==> src/hdl/mtcs_pkg.sv <==
// Shared types, constants and codes for the multi-timer compare scheduler.
`timescale 1ns / 1ps

package mtcs_pkg;

  localparam int NUM_TIMERS    = 8;
  localparam int CYCLES_PER_MS = 1000;

  localparam int SLOT_CAP = 8;
  localparam int SLOT_CNT = (NUM_TIMERS < SLOT_CAP) ? NUM_TIMERS : SLOT_CAP;
  localparam int SLOT_AW  = (SLOT_CNT > 1) ? $clog2(SLOT_CNT) : 1;

  // compare_value / CYCLES_PER_MS as multiply by rounded-up reciprocal
  localparam int     MS_SHIFT = 16 + $clog2(CYCLES_PER_MS);
  localparam longint MS_MULT  =
    ((longint'(1) << MS_SHIFT) + longint'(CYCLES_PER_MS) - 1) / longint'(CYCLES_PER_MS);
  localparam int     MS_MUL_W = 18;

  typedef enum logic [1:0] {
    CMD_ARM    = 2'd0,
    CMD_CANCEL = 2'd1,
    CMD_MATCH  = 2'd2
  } cmd_e;

  typedef enum logic [1:0] {
    KIND_EXPIRED = 2'd0,
    KIND_NEXT    = 2'd1,
    KIND_STOP    = 2'd2,
    KIND_ACK     = 2'd3
  } kind_e;

  typedef logic [SLOT_AW-1:0] slot_addr_t;

  typedef struct packed {
    logic [1:0]  command;
    logic [2:0]  timer_index;
    logic [30:0] load_value;
    logic        repeat_mode;
    logic [15:0] compare_value;
    logic [15:0] counter_value;
  } req_t;

  typedef struct packed {
    logic [1:0]  kind;
    logic [2:0]  expired_index;
    logic [15:0] next_compare;
    logic [31:0] elapsed_ms;
    logic        last;
  } res_t;

  typedef struct packed {
    logic        rep;
    logic [31:0] remaining;
    logic [30:0] reload;
  } slot_t;

endpackage

==> src/hdl/multi_timer_compare_scheduler_unit.sv <==
// Top level: timer table sequencer around the slot memory.
`timescale 1ns / 1ps

// Arm, cancel and unused commands stay in idle: the acknowledge appears in
// the next cycle and busy stays low. A compare match walks the slot memory
// through its single read port, one slot per cycle, then waits for the
// read-modify-write pipeline to drain and registers the final result, so
// busy is high through the walk and the drain. Expired slots are reported
// in ascending index, one per cycle, as the walk and the drain run; the
// next-compare or stop result closes the request with last set. Every
// result shows on res_o for exactly one cycle with res_valid_o high and is
// not held, so the receiver must take it then.
module multi_timer_compare_scheduler_unit import mtcs_pkg::*; (
  input  logic clk_i,
  input  logic rst_ni,
  input  logic start,
  input  req_t req_i,
  output logic busy,
  output logic res_valid_o,
  output res_t res_o
);

  typedef enum logic [1:0] {
    ST_IDLE,
    ST_SCAN,
    ST_DRAIN
  } state_e;

  state_e            state_q;
  slot_addr_t        ptr_q;
  logic [SLOT_CNT-1:0] active_q;
  logic [31:0]       ms_total_q;
  logic [15:0]       cnt_q;
  logic [16:0]       delta_q;
  logic              have_min_q;
  logic signed [31:0] min_q;
  logic              res_valid_q;
  res_t              res_q;

  // pipeline: s0 read issued, s1 difference, s2 updated time
  logic       s0_vld_q;
  slot_addr_t s0_idx_q;
  logic       s1_vld_q, s1_alive_q, s1_rep_q;
  slot_addr_t s1_idx_q;
  logic [31:0] s1_diff_q;
  logic [30:0] s1_reload_q;
  logic        s2_vld_q, s2_alive_q;
  logic signed [31:0] s2_time_q;

  logic        accept, in_range;
  slot_addr_t  req_addr;
  logic        ram_we;
  slot_addr_t  ram_waddr;
  slot_t       ram_wdata, ram_rdata;
  logic [15:0] ms_inc;
  logic        expired;
  logic [31:0] new_time;
  logic signed [32:0] nc_sum;
  logic [15:0] nc_sat;
  logic        pipe_empty;

  assign accept   = start && !busy;
  assign busy     = (state_q != ST_IDLE);
  assign in_range = ({1'b0, req_i.timer_index} < 4'(SLOT_CNT));
  assign req_addr = req_i.timer_index[SLOT_AW-1:0];

  assign expired  = s1_alive_q && (s1_diff_q[31] || (s1_diff_q == 32'd0));
  assign new_time = (expired && s1_rep_q) ? s1_diff_q + {1'b0, s1_reload_q} : s1_diff_q;

  assign nc_sum = {min_q[31], min_q} + $signed({17'd0, cnt_q});
  always_comb begin
    if (nc_sum[32]) begin
      nc_sat = 16'd0;
    end else if (|nc_sum[31:16]) begin
      nc_sat = 16'hFFFF;
    end else begin
      nc_sat = nc_sum[15:0];
    end
  end

  assign pipe_empty = !s0_vld_q && !s1_vld_q && !s2_vld_q;

  always_comb begin
    if (busy) begin
      ram_we    = s1_vld_q && s1_alive_q;
      ram_waddr = s1_idx_q;
      ram_wdata = '{rep: s1_rep_q, remaining: new_time, reload: s1_reload_q};
    end else begin
      ram_we    = accept && in_range && (req_i.command == CMD_ARM);
      ram_waddr = req_addr;
      ram_wdata = '{rep: req_i.repeat_mode, remaining: {1'b0, req_i.load_value},
                    reload: req_i.load_value};
    end
  end

  mtcs_slot_ram u_slot_ram (
    .clk_i   (clk_i),
    .we_i    (ram_we),
    .waddr_i (ram_waddr),
    .wdata_i (ram_wdata),
    .raddr_i (ptr_q),
    .rdata_o (ram_rdata)
  );

  mtcs_ms_scaler u_ms_scaler (
    .clk_i   (clk_i),
    .load_i  (accept),
    .ticks_i (req_i.compare_value),
    .ms_o    (ms_inc)
  );

  // datapath registers
  always_ff @(posedge clk_i) begin
    s0_idx_q    <= ptr_q;
    s1_idx_q    <= s0_idx_q;
    s1_alive_q  <= active_q[s0_idx_q];
    s1_rep_q    <= ram_rdata.rep;
    s1_reload_q <= ram_rdata.reload;
    s1_diff_q   <= ram_rdata.remaining - {15'd0, delta_q};
    s2_alive_q  <= s1_alive_q && !(expired && !s1_rep_q);
    s2_time_q   <= $signed(new_time);
    if (accept) begin
      cnt_q   <= req_i.counter_value;
      delta_q <= {1'b0, req_i.compare_value} + {1'b0, req_i.counter_value};
    end
  end

  always_ff @(posedge clk_i or negedge rst_ni) begin
    if (!rst_ni) begin
      state_q     <= ST_IDLE;
      ptr_q       <= '0;
      active_q    <= '0;
      ms_total_q  <= '0;
      have_min_q  <= 1'b0;
      min_q       <= '0;
      s0_vld_q    <= 1'b0;
      s1_vld_q    <= 1'b0;
      s2_vld_q    <= 1'b0;
      res_valid_q <= 1'b0;
      res_q       <= '0;
    end else begin
      res_valid_q <= 1'b0;
      s0_vld_q    <= (state_q == ST_SCAN);
      s1_vld_q    <= s0_vld_q;
      s2_vld_q    <= s1_vld_q;

      if (s1_vld_q && expired && !s1_rep_q) begin
        active_q[s1_idx_q] <= 1'b0;
      end

      if (s1_vld_q && expired) begin
        res_valid_q <= 1'b1;
        res_q       <= '{kind: KIND_EXPIRED, expired_index: 3'(s1_idx_q),
                         next_compare: 16'd0, elapsed_ms: ms_total_q, last: 1'b0};
      end

      if (s2_vld_q && s2_alive_q && (!have_min_q || (s2_time_q < min_q))) begin
        have_min_q <= 1'b1;
        min_q      <= s2_time_q;
      end

      unique case (state_q)
        ST_IDLE: begin
          ptr_q <= '0;
          if (accept) begin
            if (req_i.command == CMD_MATCH) begin
              state_q    <= ST_SCAN;
              have_min_q <= 1'b0;
            end else begin
              if (in_range && (req_i.command == CMD_ARM)) begin
                active_q[req_addr] <= 1'b1;
              end else if (in_range && (req_i.command == CMD_CANCEL)) begin
                active_q[req_addr] <= 1'b0;
              end
              res_valid_q <= 1'b1;
              res_q       <= '{kind: KIND_ACK, expired_index: 3'd0, next_compare: 16'd0,
                               elapsed_ms: ms_total_q, last: 1'b1};
            end
          end
        end
        ST_SCAN: begin
          if (ptr_q == '0) begin
            ms_total_q <= ms_total_q + {16'd0, ms_inc};
          end
          if (ptr_q == SLOT_AW'(SLOT_CNT - 1)) begin
            state_q <= ST_DRAIN;
          end else begin
            ptr_q <= ptr_q + SLOT_AW'(1);
          end
        end
        ST_DRAIN: begin
          if (pipe_empty) begin
            state_q     <= ST_IDLE;
            res_valid_q <= 1'b1;
            if (have_min_q) begin
              res_q <= '{kind: KIND_NEXT, expired_index: 3'd0, next_compare: nc_sat,
                         elapsed_ms: ms_total_q, last: 1'b1};
            end else begin
              res_q <= '{kind: KIND_STOP, expired_index: 3'd0, next_compare: 16'd0,
                         elapsed_ms: ms_total_q, last: 1'b1};
            end
          end
        end
        default: begin
          state_q <= ST_IDLE;
        end
      endcase
    end
  end

  assign res_valid_o = res_valid_q;
  assign res_o       = res_q;

endmodule

==> src/hdl/mtcs_slot_ram.sv <==
// Slot memory: one write port, one read port, registered read data.
`timescale 1ns / 1ps

module mtcs_slot_ram import mtcs_pkg::*; (
  input  logic       clk_i,
  input  logic       we_i,
  input  slot_addr_t waddr_i,
  input  slot_t      wdata_i,
  input  slot_addr_t raddr_i,
  output slot_t      rdata_o
);

  slot_t mem [SLOT_CNT];
  slot_t rdata_q;

  always_ff @(posedge clk_i) begin
    if (we_i) begin
      mem[waddr_i] <= wdata_i;
    end
    rdata_q <= mem[raddr_i];
  end

  assign rdata_o = rdata_q;

endmodule

==> src/hdl/mtcs_ms_scaler.sv <==
// Converts compare ticks to whole milliseconds by reciprocal multiply.
`timescale 1ns / 1ps

module mtcs_ms_scaler import mtcs_pkg::*; (
  input  logic        clk_i,
  input  logic        load_i,
  input  logic [15:0] ticks_i,
  output logic [15:0] ms_o
);

  localparam logic [MS_MUL_W-1:0] Mult = MS_MULT[MS_MUL_W-1:0];
  localparam int ProdW = 16 + MS_MUL_W;

  logic [ProdW-1:0] prod;
  logic [15:0]      ms_q;

  assign prod = ProdW'(ticks_i) * ProdW'(Mult);

  always_ff @(posedge clk_i) begin
    if (load_i) begin
      ms_q <= 16'(prod >> MS_SHIFT);
    end
  end

  assign ms_o = ms_q;

endmodule

==> config.mk <==
export PLATFORM = sky130hd
export DESIGN_NAME = multi_timer_compare_scheduler_unit
export DESIGN_NICKNAME = d
export VERILOG_FILES = /design/src/hdl/mtcs_pkg.sv /design/src/hdl/multi_timer_compare_scheduler_unit.sv /design/src/hdl/mtcs_slot_ram.sv /design/src/hdl/mtcs_ms_scaler.sv
export SDC_FILE = /design/constraint.sdc
export NUM_CORES = 1
export LEC_CHECK = 0
export BUFFER_PORTS_ARGS = -buffer_cell sky130_fd_sc_hd__buf_2
export CELL_PAD_IN_SITES_DETAIL_PLACEMENT = 0
export CELL_PAD_IN_SITES_GLOBAL_PLACEMENT = 2
export CORE_MARGIN = 2
export CORE_UTILIZATION = 51
export CTS_BUF_LIST = sky130_fd_sc_hd__clkbuf_8
export DETAILED_ROUTE_END_ITERATION = 8
export GPL_TIMING_DRIVEN = 0
export PLACE_DENSITY_LB_ADDON = 0.15
export REMOVE_ABC_BUFFERS = 1
export SLEW_MARGIN = 40
export SYNTH_ARGS = -nofsm -noshare
export SYNTH_HDL_FRONTEND = slang
export SYNTH_SLANG_ARGS = --single-unit
==> constraint.sdc <==
create_clock -name clk_i -period 10.97 [get_ports clk_i]
set_input_delay 2.194 -clock clk_i [delete_from_list [all_inputs] [get_ports clk_i]]
set_output_delay 2.194 -clock clk_i [all_outputs]
set_load 0.1 [all_outputs]
After elaboration in Yosys (flattened, before gate mapping)
Memory sizes are Yosys's and may differ from the RTL's. A register that Yosys moved wholly into a read port is not among the register bits.
Cells that the tools add are included.
- output and inout port bits: 56
- input port bits: 72
- register bits: 280
- bits in writable memories: 512
- memories: 1
- word-level logic and storage cells: 131
- memory list (memory ; words ; bits a word ; read ports ; clocked after Yosys merged registers in ; write ports ; RTL line ; source):
    u_slot_ram.mem ; 8 ; 64 ; 1 ; 1 ; 1 ; mtcs_slot_ram.sv:13 ; slot_t mem [SLOT_CNT];
- mux-type cells: 42
- bitwise operators: 5
- $lt $le $gt $ge: 6
- reduce and logical (&&, ||, !) cells: 34
- multiply operators: 1
- add/sub/neg operators: 6
- equality and inequality tests: 10
- operator list (operator ; count):
    $mux W54 ; 5
    $pmux W54 S2 ; 1
    $mux W64 ; 1
    $mux W8 ; 6
    $add A32 B17 Y33 ; 1
    $mul A16 B17 Y33 const B ; 1
    $add A32 B31 Y32 ; 1
    $add A32 B7 Y32 ; 1
    $logic_not A32 Y1 ; 1
    $lt A32 B32 Y1 ; 1
    $mux W16 ; 2
    $mux W32 ; 1
    $sub A32 B17 Y32 ; 1
    $add A16 B16 Y17 ; 1
    $and A8 B8 Y8 ; 2
    $not A8 Y8 ; 2
    $reduce_or A16 Y1 ; 1
    $logic_and A1 B1 Y1 ; 15
    $mux W1 ; 14
    $lt A3 B4 Y1 const B ; 3
    $mux W2 ; 4
    $ne A2 B2 Y1 const B ; 4
    $or A8 B8 Y8 ; 1
    $logic_not A1 Y1 ; 7
    other kinds (18) ; 27

Longest topological paths before layout
Gate-level depths: netlist of run 1.
- depth in word-level cells: 13
- depth in mapped cells: 20
- mapped depth without buffers: 20

By module
A second synthesis of run 1 with hierarchy kept.
- cell total of the unflattened synthesis: 2804
- area, all modules: 39665.5 sq um
- by module, submodules not included (module ; times used ; seq. area each (sq um) ; area each (sq um) ; cells each):
    mtcs_slot_ram ; 1 ; 16656.0 ; 20547.2 ; 816
    multi_timer_compare_scheduler_unit ; 1 ; 6476.2 ; 15471.1 ; 1618
    mtcs_ms_scaler ; 1 ; 210.2 ; 3647.2 ; 370

Worst setup path before layout of run 1
No wires, ideal clock.
- kind: input-to-reg
- from: input port req_i[17] (netlist bit)
- to: register u_ms_scaler.ms_q[6] (netlist: u_ms_scaler.ms_o[6]), data pin
- data required time: 10715 ps
- arrival time: 6257 ps
- setup time: 255 ps
- setup slack: 4458 ps
- stages on the path: 16
- path buffers: 0
- path through: ha_1 > ha_1 > fa_1 > fa_1 > fa_1 > fa_1 > ha_1 > a21o_1 > a21oi_1 > o21ai_0 > nand2_1 > and3_1 > a21oi_1 > or2_2 > o41a_1 > and2_1
- cells in the longest elaborated chain, start to end: 1
- ends and longest elaborated chain (element ; RTL line ; source):
    start: declaration ; multi_timer_compare_scheduler_unit.sv:17 ; input req_t req_i,
    $mul A16 B17 Y33 ; mtcs_ms_scaler.sv:17 ; assign prod = ProdW'(ticks_i) * ProdW'(Mult);
    net u_ms_scaler.prod[32] ; mtcs_ms_scaler.sv:14 ; logic [ProdW-1:0] prod;
    end signal: assignment ; mtcs_ms_scaler.sv:21 ; ms_q <= 16'(prod >> MS_SHIFT);
    end: declaration ; mtcs_ms_scaler.sv:15 ; logic [15:0] ms_q;
The timed path passes the listed nets, and every way through them passes these cells.
A chain may end at the register's enable or synchronous reset.

Worst setup path after layout of run 1
- from: input port req_i[18] (netlist bit)
- to: register u_ms_scaler.ms_q[6] (netlist: u_ms_scaler.ms_o[6]), data pin
Same word-level chain as after synthesis.

==> results of run 1 <==
==> critical path, cell delays in order <==
cell,delay (ns)
buf_2,0.25
ha_1,0.30
ha_1,0.24
fa_1,0.48
fa_1,0.54
fa_1,0.41
fa_1,0.41
ha_1,0.34
a21o_1,0.18
a21oi_1,0.17
o21ai_0,0.11
nand2_1,0.07
and3_1,0.22
a21oi_1,0.11
or2_2,0.34
o41a_1,0.35
and2_1,0.17
==> state kept, by name, summed over array words and instances (netlist names), 2 cells and up <==
register	cells
ptr_q	3
s1_diff_q	32
u_slot_ram.mem	512
cnt_q	16
s2_time_q	32
state_q	2
u_slot_ram.rdata_o	64
s0_idx_q	3
s1_idx_q	3
s1_reload_q	31
active_q	8
min_q	32
delta_q	17
ms_total_q	32
u_ms_scaler.ms_o	7
res_o	54
==> cells in the mapped netlist (all sizes together) (6+ instances only) <==
cell type,count
nand2b,19
nand2,265
o21a,19
mux2,135
dfrtp,136
nand4,26
a21boi,11
buf,31
a21oi,87
xnor2,70
ha,251
o21bai,18
and3,18
edfxtp,552
xor2,40
inv,163
or3,15
clkbuf,51
dfxtp,168
nor3,42
o31ai,15
nand3,43
a31oi,25
o2111ai,6
and2,9
nor2b,19
mux4,130
nor4,25
mux2i,9
o211ai,16
nor2,124
fa,44
o21ai,118
a211oi,15
a21o,38
==> where the power goes <==
part / switching, mW / internal [mW] / leakage, nW
clock: 1.29 / 1.52 / 1.66
sequential: 0.492 / 4.47 / 8.17
combinational: 2.96 / 2.06 / 8.26
total: 4.74 / 8.05 / 18.1
==> worst max path at each step <==
| stage | start | endpoint | slack [ns] | depth (start not counted) |
|---|---|---|---|---|
| 6_report | req_i[18] | u_ms_scaler.ms_o[6] | 4.63 | 17 |
| 5_1_grt | req_i[18] | u_ms_scaler.ms_o[6] | 4.40 | 17 |
| 4_1_cts | req_i[18] | u_ms_scaler.ms_o[6] | 4.68 | 17 |
| 3_5_place_dp | req_i[18] | u_ms_scaler.ms_o[6] | 3.83 | 17 |
| 3_3_place_gp | state_q[1] | u_slot_ram.mem[5][44] | -6.69 | 6 |
| 2_1_floorplan | state_q[1] | u_slot_ram.mem[7][0] | 2.87 | 6 |
==> layout make-up <==
cell class | count | area share (%)
antenna | 7 | 0.0386
clock buffer | 160 | 4.85
clock inverter | 102 | 1.51
inverter | 163 | 1.37
multi-input combinational | 1710 | 33.6
sequential | 856 | 51.4
tap | 1030 | 2.84
timing repair buffer | 191 | 4.40
==> cell families after synthesis <==
family                   after synthesis  share of synthesized area, %
AO/OA/AOI/OAI                        409                          6.83
XOR/XNOR                             110                          2.45
adder cells (fa/ha/maj)              295                          10.2
buffers and inverters                245                          2.37
flip-flops                           856                          59.3
multiplexers                         274                          11.5
AND/OR/NAND/NOR                      622                          7.30
==> routing by layer <==
| metal | up-vias | part of all wire, % |
|---|---|---|
| li1 | 11000 | - |
| met3 | 135 | 4.4 |
| met5 | - | 0.031 |
| met4 | 4 | 2.0 |
| met1 | 11900 | 44 |
| met2 | 562 | 49 |
==> metrics by stage <==
| step | hold WS, ns | setup slack, ns |
|---|---|---|
| after floorplan | 0.310 | 2.87 |
| after global placement | 0.310 | -6.69 |
| after detailed placement | 0.312 | 3.83 |
| after CTS | 0.311 | 4.68 |
| after global routing | 0.305 | 4.40 |
| final | 0.314 | 4.63 |
==> reports/results.md, run 1 <==
| Parameter | This run | Unit |
| --- | --- | --- |
| Area after detailed placement | 0.0425 | mm^2 |
| Iter 0 DRT Violations | 1531 | - |
| Clock insertion delay at the later pin of the skew report | 0.82 | ns |
| Final setup vio count | 0 | - |
| Asr flop ratio synth | 15.9 | % |
| Post-CTS repair timing setup buffer count | 0 | - |
| Slew Limit Fails | 0 | - |
| Largest net degree at the start of global routing | 71 | - |
| Worst Hold Endpoint | s1_reload_q[18] | - |
| Routed length per instance | 22.3 | um |
| Fill cell total of the finished layout | 5986 | - |
| RSZ-0062 raised after global routing | no | - |
| Area used by sequential logic in the layout | 0.0234 | mm^2 |
| Fin crit period | 6.34 | ns |
| Number of hold-repair buffers added at the cts stage | 0 | - |
| Yosys synthesis warning count | 0 | - |
| Setup total negative slack | 0 | ns |
| Capturing element type of the critical path | register | - |
| Clock skew | 0.0456 | ns |
| Crit Reg-Reg Endpoint | u_slot_ram.mem[5][61] | - |
| Most used flip-flop cell after synthesis | edfxtp_1 | - |
| Core region area | 0.0762 | mm^2 |
| Category of the worst setup path launch point | primary input | - |
| Half-perimeter wire length after detailed placement | 68000 | um |
| Met3 global-route usage | 4.34 | % |
| Critical Path Fanout Max | 8 | - |
| Initial core utilization | 51.7 | % |
| Combined area of the multi-input logic cells | 0.0152 | mm^2 |
| Relative area change from synthesis to final layout | 15.3 | % |
| Wire length of the first global-routing pass | 145000 | um |
| Vias post-DR | 23.7k | - |
| Resized cells post-CTS | 0 | - |
| Average cell area after synthesis | 14.0 | um^2 |
| Initial antenna violation count | 8 | - |
| Remaining routing DRC violations | 0 | - |
| Core Rows | 101 | - |
| Post-synth top area share | 42.1 | % |
| Final standard cell count with taps included and fillers excluded | 4219 | - |
| Commonest non-fill, non-tap cell in the layout | edfxtp_1 | - |
| Horizontal die dimension | 282 | um |
| Post-route antenna net violation count | 0 | - |
| Reg2Reg Setup Slack | 6.68 | ns |
| Cell count after synthesis | 2811 | - |
| Global Route met2 Usage | 40.5 | % |
| I/O pin total | 128 | - |
| Reg-to-Reg Start | s1_diff_q[0] | - |
| Worst-case headroom to the max-slew limit | 45.5 | % |
| Tightest Hold Check Type | reg2reg | - |
| Overflow left after global routing | 0 | - |
| CTS max path bufs | 3 | - |
| TritonRoute pass-1 iters | 5 | - |
| Flops & latches, synth | 856 | - |
| Post-DR vias/cell | 5.62 | - |
| Ranking of synthesized cells by area | edfxtp_1, dfrtp_1, dfxtp_1 | - |
| Hold path cells | 0 | - |
| Result of the run | finished clean | - |
| Clk slew on worst S/H paths | 0.06 | ns |
| Arrival @ worst endpoint | 6.89 | ns |
| Logic depth of the worst register-to-register path | 6 | - |
| Share of cells above drive strength 1 | 22.1 | % |
| Power density cells | 282 | mW/mm^2 |
| Synth unique cells | 83 | - |
| Dpl cells | 3950 | - |
| Area of all placed cells without fillers | 0.0454 | mm^2 |
| Total wirelength of the detailed-routed design | 94100 | um |
| VDD IR-drop max | 0.152 | mV |
| Max capacitance violation total | 0 | - |
| Worst setup path class | in2reg | - |
| Fmax | 0.158 | GHz |
| Post-synthesis sequential area ratio | 59.3 | % |
| CP Data Required Time | 11.52 | ns |
| Die height | 282 | um |
| Cell at the root of the clock tree | clkbuf_8 | - |
| Number of enable-type register cells in the synthesized netlist | 552 | - |
| Total chip power | 12.8 | mW |
| Most frequent cells in the layout | edfxtp_1, nand2_1, ha_1 | - |
| Count of clock tree sinks | 856 | - |
| Layer with the highest usage | met2 | - |
| CTS buffer count | 141 | - |
| H-tree levels | 4 | - |
| Number of global-route vias before repair | 24.5k | - |
| Total GRT Usage | 24.4 | % |
| CTS tree | built | - |
| Number of buffer cells added on primary ports | 127 | - |
| Final GP Congestion | 0.877 | - |
| Util after Layout | 59.6 | % |
| Static power due to leakage | 18.1 | nW |
| Worst min-delay path startpoint | u_slot_ram.rdata_o[18] | - |
| Die area | 0.0794 | mm^2 |
| Final net count | 3430 | - |
| Final period util | 57.8 | % |
| Mapped cell area | 0.0394 | mm^2 |
| Number of hold violations in the final report | 0 | - |
| Grt met1 use | 33.1 | % |
| Cell taking the most area after synthesis | edfxtp_1 | - |
| Slew @ Worst Pin | 0.817 | ns |
Note: power is estimated with default switching activity, not from simulation.
==> run 2: changes to the inputs <==
--- a/config.mk
+++ b/config.mk
@@ -9,7 +9,7 @@
 export CELL_PAD_IN_SITES_DETAIL_PLACEMENT = 0
 export CELL_PAD_IN_SITES_GLOBAL_PLACEMENT = 2
 export CORE_MARGIN = 2
-export CORE_UTILIZATION = 51
+export CORE_UTILIZATION = 47
 export CTS_BUF_LIST = sky130_fd_sc_hd__clkbuf_8
 export DETAILED_ROUTE_END_ITERATION = 8
 export GPL_TIMING_DRIVEN = 0
==> constraint.sdc (replaced) <==
create_clock -name clk_i -period 5.86 [get_ports clk_i]
set_input_delay 1.172 -clock clk_i [delete_from_list [all_inputs] [get_ports clk_i]]
set_output_delay 1.172 -clock clk_i [all_outputs]
set_load 0.1 [all_outputs]
==> reports/results.md, run 2 (same netlist as run 1, synthesis figures left out) <==
| Parameter | This run | Unit |
| --- | --- | --- |
| Static power due to leakage | 18.2 | nW |
| Largest net degree at the start of global routing | 65 | - |
| Number of flip-flops under the largest register name | 512 | - |
| Reg2Reg Setup Slack | 1.61 | ns |
| Capturing element type of the critical path | register | - |
| Power density cells | 526 | mW/mm^2 |
| Iter 0 DRT Violations | 1546 | - |
| Worst-case headroom to the max-slew limit | 38.8 | % |
| Share of cells above drive strength 1 | 22.5 | % |
| Resized cells post-CTS | 0 | - |
| Slew @ Worst Pin | 0.910 | ns |
| Slowest CP cell | fa_1 | - |
| Relative area change from synthesis to final layout | 15.7 | % |
| Initial core utilization | 47.3 | % |
| Logic depth of the worst register-to-register path | 6 | - |
| Category of the worst setup path launch point | primary input | - |
| Half-perimeter wire length after detailed placement | 70200 | um |
| Final GP Congestion | 0.861 | - |
| Critical Path Fanout Max | 8 | - |
| Initial antenna violation count | 5 | - |
| Worst setup path class | in2reg | - |
| Number of hold violations in the final report | 0 | - |
| Commonest non-fill, non-tap cell in the layout | edfxtp_1 | - |
| CP Data Required Time | 6.42 | ns |
| Final net count | 3444 | - |
| Reg-to-Reg Start | s1_diff_q[0] | - |
| Count of clock tree sinks | 856 | - |
| VDD IR-drop max | 0.243 | mV |
| Overflow left after global routing | 0 | - |
| Wire length of the first global-routing pass | 150000 | um |
| Vias post-DR | 23.9k | - |
| Final setup vio count | 0 | - |
| CTS max path bufs | 3 | - |
| Post-route antenna net violation count | 0 | - |
| Remaining routing DRC violations | 0 | - |
| I/O pin total | 128 | - |
| Routed length per instance | 22.8 | um |
| Post-DR vias/cell | 5.58 | - |
| Tightest Hold Check Type | in2async | - |
| Final standard cell count with taps included and fillers excluded | 4280 | - |
| Clock insertion delay at the later pin of the skew report | 0.81 | ns |
| Total GRT Usage | 23.1 | % |
| Cell at the root of the clock tree | clkbuf_8 | - |
| Post-CTS repair timing setup buffer count | 0 | - |
| Clk slew on worst S/H paths | 0.06 | ns |
| Crit Reg-Reg Endpoint | u_slot_ram.mem[3][59] | - |
| H-tree levels | 4 | - |
| Number of global-route vias before repair | 24.9k | - |
| Number of hold-repair buffers added at the cts stage | 0 | - |
| Fmax | 0.190 | GHz |
| Max capacitance violation total | 0 | - |
| Die height | 293 | um |
| TritonRoute pass-1 iters | 5 | - |
| Number of buffer cells added on primary ports | 127 | - |
| Dpl cells | 4007 | - |
| CP Cell Sequence | buf_2 -> ha_1 -> ha_1 -> fa_1 -> fa_1 -> fa_1 -> fa_1 -> ha_1 -> a21o_1 -> a21oi_1 -> o21ai_0 -> nand2_1 -> and3_1 -> a21oi_1 -> or2_2 -> o41a_1 -> and2_1 | - |
| Die area | 0.0861 | mm^2 |
| Total chip power | 24.0 | mW |
| Most frequent cells in the layout | edfxtp_1, nand2_1, ha_1 | - |
| Arrival @ worst endpoint | 5.83 | ns |
| Result of the run | finished clean | - |
| Fin crit period | 5.27 | ns |
| Core region area | 0.0833 | mm^2 |
| CTS buffer count | 148 | - |
| Fill cell total of the finished layout | 6899 | - |
| Register with the highest flop count | u_slot_ram.mem | - |
| Core Rows | 106 | - |
| RSZ-0062 raised after global routing | no | - |
| Total wirelength of the detailed-routed design | 97400 | um |
| Clock skew | 0.0409 | ns |
| Final period util | 89.9 | % |
| Horizontal die dimension | 293 | um |
| CP max stage delay | 0.50 | ns |
| Slew Limit Fails | 0 | - |
| Most used cell along the critical path | fa_1 | - |
| CTS tree | built | - |
==> run 2: worst max-delay path by stage <==
stage	slack [ns]	from	endpoint
floorplan	-2.24	state_q[1]	u_slot_ram.mem[7][0]
global placement	-11.91	state_q[1]	u_slot_ram.mem[7][36]
detailed placement	-0.20	req_i[18]	u_ms_scaler.ms_o[5]
CTS	0.64	req_i[18]	u_ms_scaler.ms_o[5]
global route	0.38	req_i[18]	u_ms_scaler.ms_o[5]
finish	0.59	req_i[18]	u_ms_scaler.ms_o[6]
==> run 2: cell type report <==
class | instances | area, um^2 | share of cell area [%]
tap | 1080 | 1350 | 2.97
multi-input combinational | 1710 | 15200 | 33.5
clock inverter | 105 | 594 | 1.30
sequential | 856 | 23400 | 51.3
timing repair buffer | 198 | 2100 | 4.60
inverter | 163 | 622 | 1.37
clock buffer | 166 | 2280 | 5.02
antenna | 2 | 5.00 | 0.0110
==> run 2: power by group <==
group | total [mW] | internal [mW] | switching (mW)
registers | 9.29 | 8.36 | 0.928
clock network | 5.23 | 2.76 | 2.47
logic | 9.44 | 3.86 | 5.58
==> run 2: routing by layer <==
layer,global-route usage [%],vias up,wire (um)
met5,0,-,0
met4,6.57,0,2050
met3,3.81,162,4200
met2,38.3,536,47300
met1,31.6,12100,43900
li1,-,11100,-
==> run 2: per-stage QoR <==
step | worst slack [ns] | hold WS, ns | area [um^2] | utilization [%] | TNS [ns]
after floorplan | -2.24 | 0.310 | 39000 | - | -1143.39
after global placement | -11.91 | 0.310 | 41000 | 49.3 | -8811.19
after detailed placement | -0.199 | 0.312 | 42600 | 51.2 | -0.397
after CTS | 0.643 | 0.126 | 45500 | 54.7 | 0
after global routing | 0.376 | 0.135 | 45500 | 54.7 | 0
final | 0.592 | 0.186 | 45500 | 54.7 | 0
==> run 2: critical path: cells and delay by family <==
kind | cells | cell delay (ns)
buffers and inverters | 1 | 0.23
AND/OR/NAND/NOR | 4 | 0.80
adder cells (fa/ha/maj) | 7 | 2.73
AO/OA/AOI/OAI | 5 | 0.90
==> run 3: changes to the inputs <==
--- a/config.mk
+++ b/config.mk
@@ -8,6 +8,7 @@
 export BUFFER_PORTS_ARGS = -buffer_cell sky130_fd_sc_hd__buf_2
 export CELL_PAD_IN_SITES_DETAIL_PLACEMENT = 0
 export CELL_PAD_IN_SITES_GLOBAL_PLACEMENT = 2
+export CORE_ASPECT_RATIO = 0.8
 export CORE_MARGIN = 2
 export CORE_UTILIZATION = 47
 export CTS_BUF_LIST = sky130_fd_sc_hd__clkbuf_8
==> reports/results.md, run 3 (same netlist as run 1, synthesis figures left out) <==
| Parameter | This run | Unit |
| --- | --- | --- |
| Result of the run | finished clean | - |
| I/O pin total | 128 | - |
| Worst setup path class | in2reg | - |
| Core region area | 0.0826 | mm^2 |
| Resized cells post-CTS | 0 | - |
| Die area | 0.0861 | mm^2 |
| Worst min-delay path startpoint | u_slot_ram.rdata_o[26] | - |
| Post-route antenna net violation count | 0 | - |
| Final net count | 3428 | - |
| Setup crit start | req_i[18] | - |
| Count of clock tree sinks | 856 | - |
| Logic depth of the worst register-to-register path | 6 | - |
| Final GP Congestion | 0.842 | - |
| Critical Path Fanout Max | 8 | - |
| Routed length per instance | 22.0 | um |
| Most used cell along the critical path | fa_1 | - |
| CP Data Required Time | 6.38 | ns |
| RSZ-0062 raised after global routing | no | - |
| Horizontal die dimension | 328 | um |
| Half-perimeter wire length after detailed placement | 67600 | um |
| Initial antenna violation count | 8 | - |
| Clock skew | 0.0350 | ns |
| Stages on worst setup path | 17 | - |
| H-tree levels | 4 | - |
| Static power due to leakage | 18.0 | nW |
| Final setup vio count | 0 | - |
| CTS buffer count | 138 | - |
| Remaining routing DRC violations | 0 | - |
| Reg-to-Reg Start | s1_diff_q[0] | - |
| Part of the total power dissipated in the clock network | 21.0 | % |
| Share of total power in combinational logic | 39.9 | % |
| Worst-case headroom to the max-slew limit | 43.6 | % |
| Slew Limit Fails | 0 | - |
| Slowest CP cell | fa_1 | - |
| Share of cells above drive strength 1 | 22.0 | % |
| Number of flip-flops under the largest register name | 512 | - |
| Total GRT Usage | 22.2 | % |
| Number of global-route vias before repair | 24.4k | - |
| Worst slack at placement | -0.270 | ns |
| CP Buf/Inv Count | 1 | - |
| Number of buffer cells added on primary ports | 127 | - |
| Clk slew on worst S/H paths | 0.06 | ns |
| Post-DR vias/cell | 5.51 | - |
| Most frequent cells in the layout | edfxtp_1, nand2_1, ha_1 | - |
| Initial core utilization | 47.7 | % |
| Vias post-DR | 23.6k | - |
| Setup WS post-layout | 0.548 | ns |
| Tightest Hold Check Type | reg2reg | - |
| Capturing element type of the critical path | register | - |
| Share of power burned in registers | 39.1 | % |
| Core Rows | 94 | - |
| CTS tree | built | - |
| Max capacitance violation total | 0 | - |
| CP Cell Sequence | buf_2 -> ha_1 -> ha_1 -> fa_1 -> fa_1 -> fa_1 -> fa_1 -> ha_1 -> a21o_1 -> a21oi_1 -> o21ai_0 -> nand2_1 -> and3_1 -> a21oi_1 -> or2_2 -> o41a_1 -> xor2_1 | - |
| Final standard cell count with taps included and fillers excluded | 4281 | - |
| Number of hold-repair buffers added at the cts stage | 0 | - |
| CTS max path bufs | 3 | - |
| Final period util | 90.7 | % |
| Fin crit period | 5.31 | ns |
| Cell at the root of the clock tree | clkbuf_8 | - |
| Iter 0 DRT Violations | 1498 | - |
| Largest net degree at the start of global routing | 71 | - |
| Number of hold violations in the final report | 0 | - |
| Dpl cells | 4025 | - |
| Relative area change from synthesis to final layout | 14.9 | % |
| Post-CTS repair timing setup buffer count | 0 | - |
| Power density cells | 524 | mW/mm^2 |
| Min Hold Slack | 0.320 | ns |
| Sw Ratio | 37.4 | % |
| Internal power of the cells | 14.8 | mW |
| CP max stage delay | 0.49 | ns |
| Die height | 263 | um |
| Wire length of the first global-routing pass | 145000 | um |
| Slew @ Worst Pin | 0.840 | ns |
| TritonRoute pass-1 iters | 8 | - |
| Hold path cells | 0 | - |
| Category of the worst setup path launch point | primary input | - |
| Total wirelength of the detailed-routed design | 94100 | um |
| Switching pwr | 8.87 | mW |
| Arrival @ worst endpoint | 5.83 | ns |
| VDD IR-drop max | 0.242 | mV |
| Clock insertion delay at the later pin of the skew report | 0.80 | ns |
| Overflow left after global routing | 0 | - |
| Register with the highest flop count | u_slot_ram.mem | - |
| Commonest non-fill, non-tap cell in the layout | edfxtp_1 | - |
| Top delay family on crit path | adder cells | - |
| Fmax | 0.188 | GHz |
[run 3: cell count changes in the layout (fill, tap and decap cells not counted), moves of 2 or more]
cell        delta
diode_2        +3
buf_16         -4
clkbuf_8      -13
inv_1         -13
clkinvlp_4     -3
buf_12         -2
clkinv_1       +9
[run 3: routing by layer]
metal  share of wire (%)  track usage (%)  up-vias  wire [um]
li1                    -                -    11000          -
met1                  46             31.3    12000      43400
met2                  48             35.8      440      45300
met3                 3.8             3.16      135       3580
met4                 1.8             6.61        2       1740
met5               0.016                0        -         15
[run 3: worst paths after layout]
kind / endpoint / slack (ns)
setup / recovery: u_ms_scaler.ms_o[5] / 0.55
hold / removal: s1_reload_q[26] / 0.32
setup reg to reg: u_slot_ram.mem[5][44] / 1.72
hold reg to reg: s1_reload_q[26] / 0.32
max in group asynchronous: ptr_q[1] / 4.76
min in group asynchronous: res_o[2] / 0.34
[run 3: power groups by stage]
stage / Sequential [mW] / Clock, mW / Combinational (mW)
after detailed placement: 9.38 / 0 / 9.43
final: 9.27 / 4.98 / 9.45
after global routing: 9.39 / 5.39 / 10.5
after CTS: 9.28 / 5.12 / 9.50
after global placement: 9.82 / 0 / 8.80
after floorplan: 9.64 / 0 / 6.45
[run 3: cell type report]
class                      instances  area (um^2)
sequential                       856        23400
inverter                         163          622
antenna                            5         12.5
clock inverter                    98          559
fill                            6861        37300
timing repair buffer             192         1950
clock buffer                     153         2110
multi-input combinational       1710        15200
tap                             1104         1380
[run 3: metrics by stage]
step                util [%]  total power [mW]  area [um^2]   TNS, ns
global route            54.8              25.3        45200         0
finish                  54.8              23.7        45200         0
CTS                     54.7              23.9        45200         0
global placement        49.7              18.6        41100  -8804.91
detailed placement      51.5              18.8        42500    -0.526
floorplan                  -              16.1        39000  -1143.39
[run 3: worst register-to-register path: cells and delay by family (launching register included)]
kind            cells  cell delay [ns]
simple gates        4             2.12
compound gates      2             1.37
flops               1             0.35
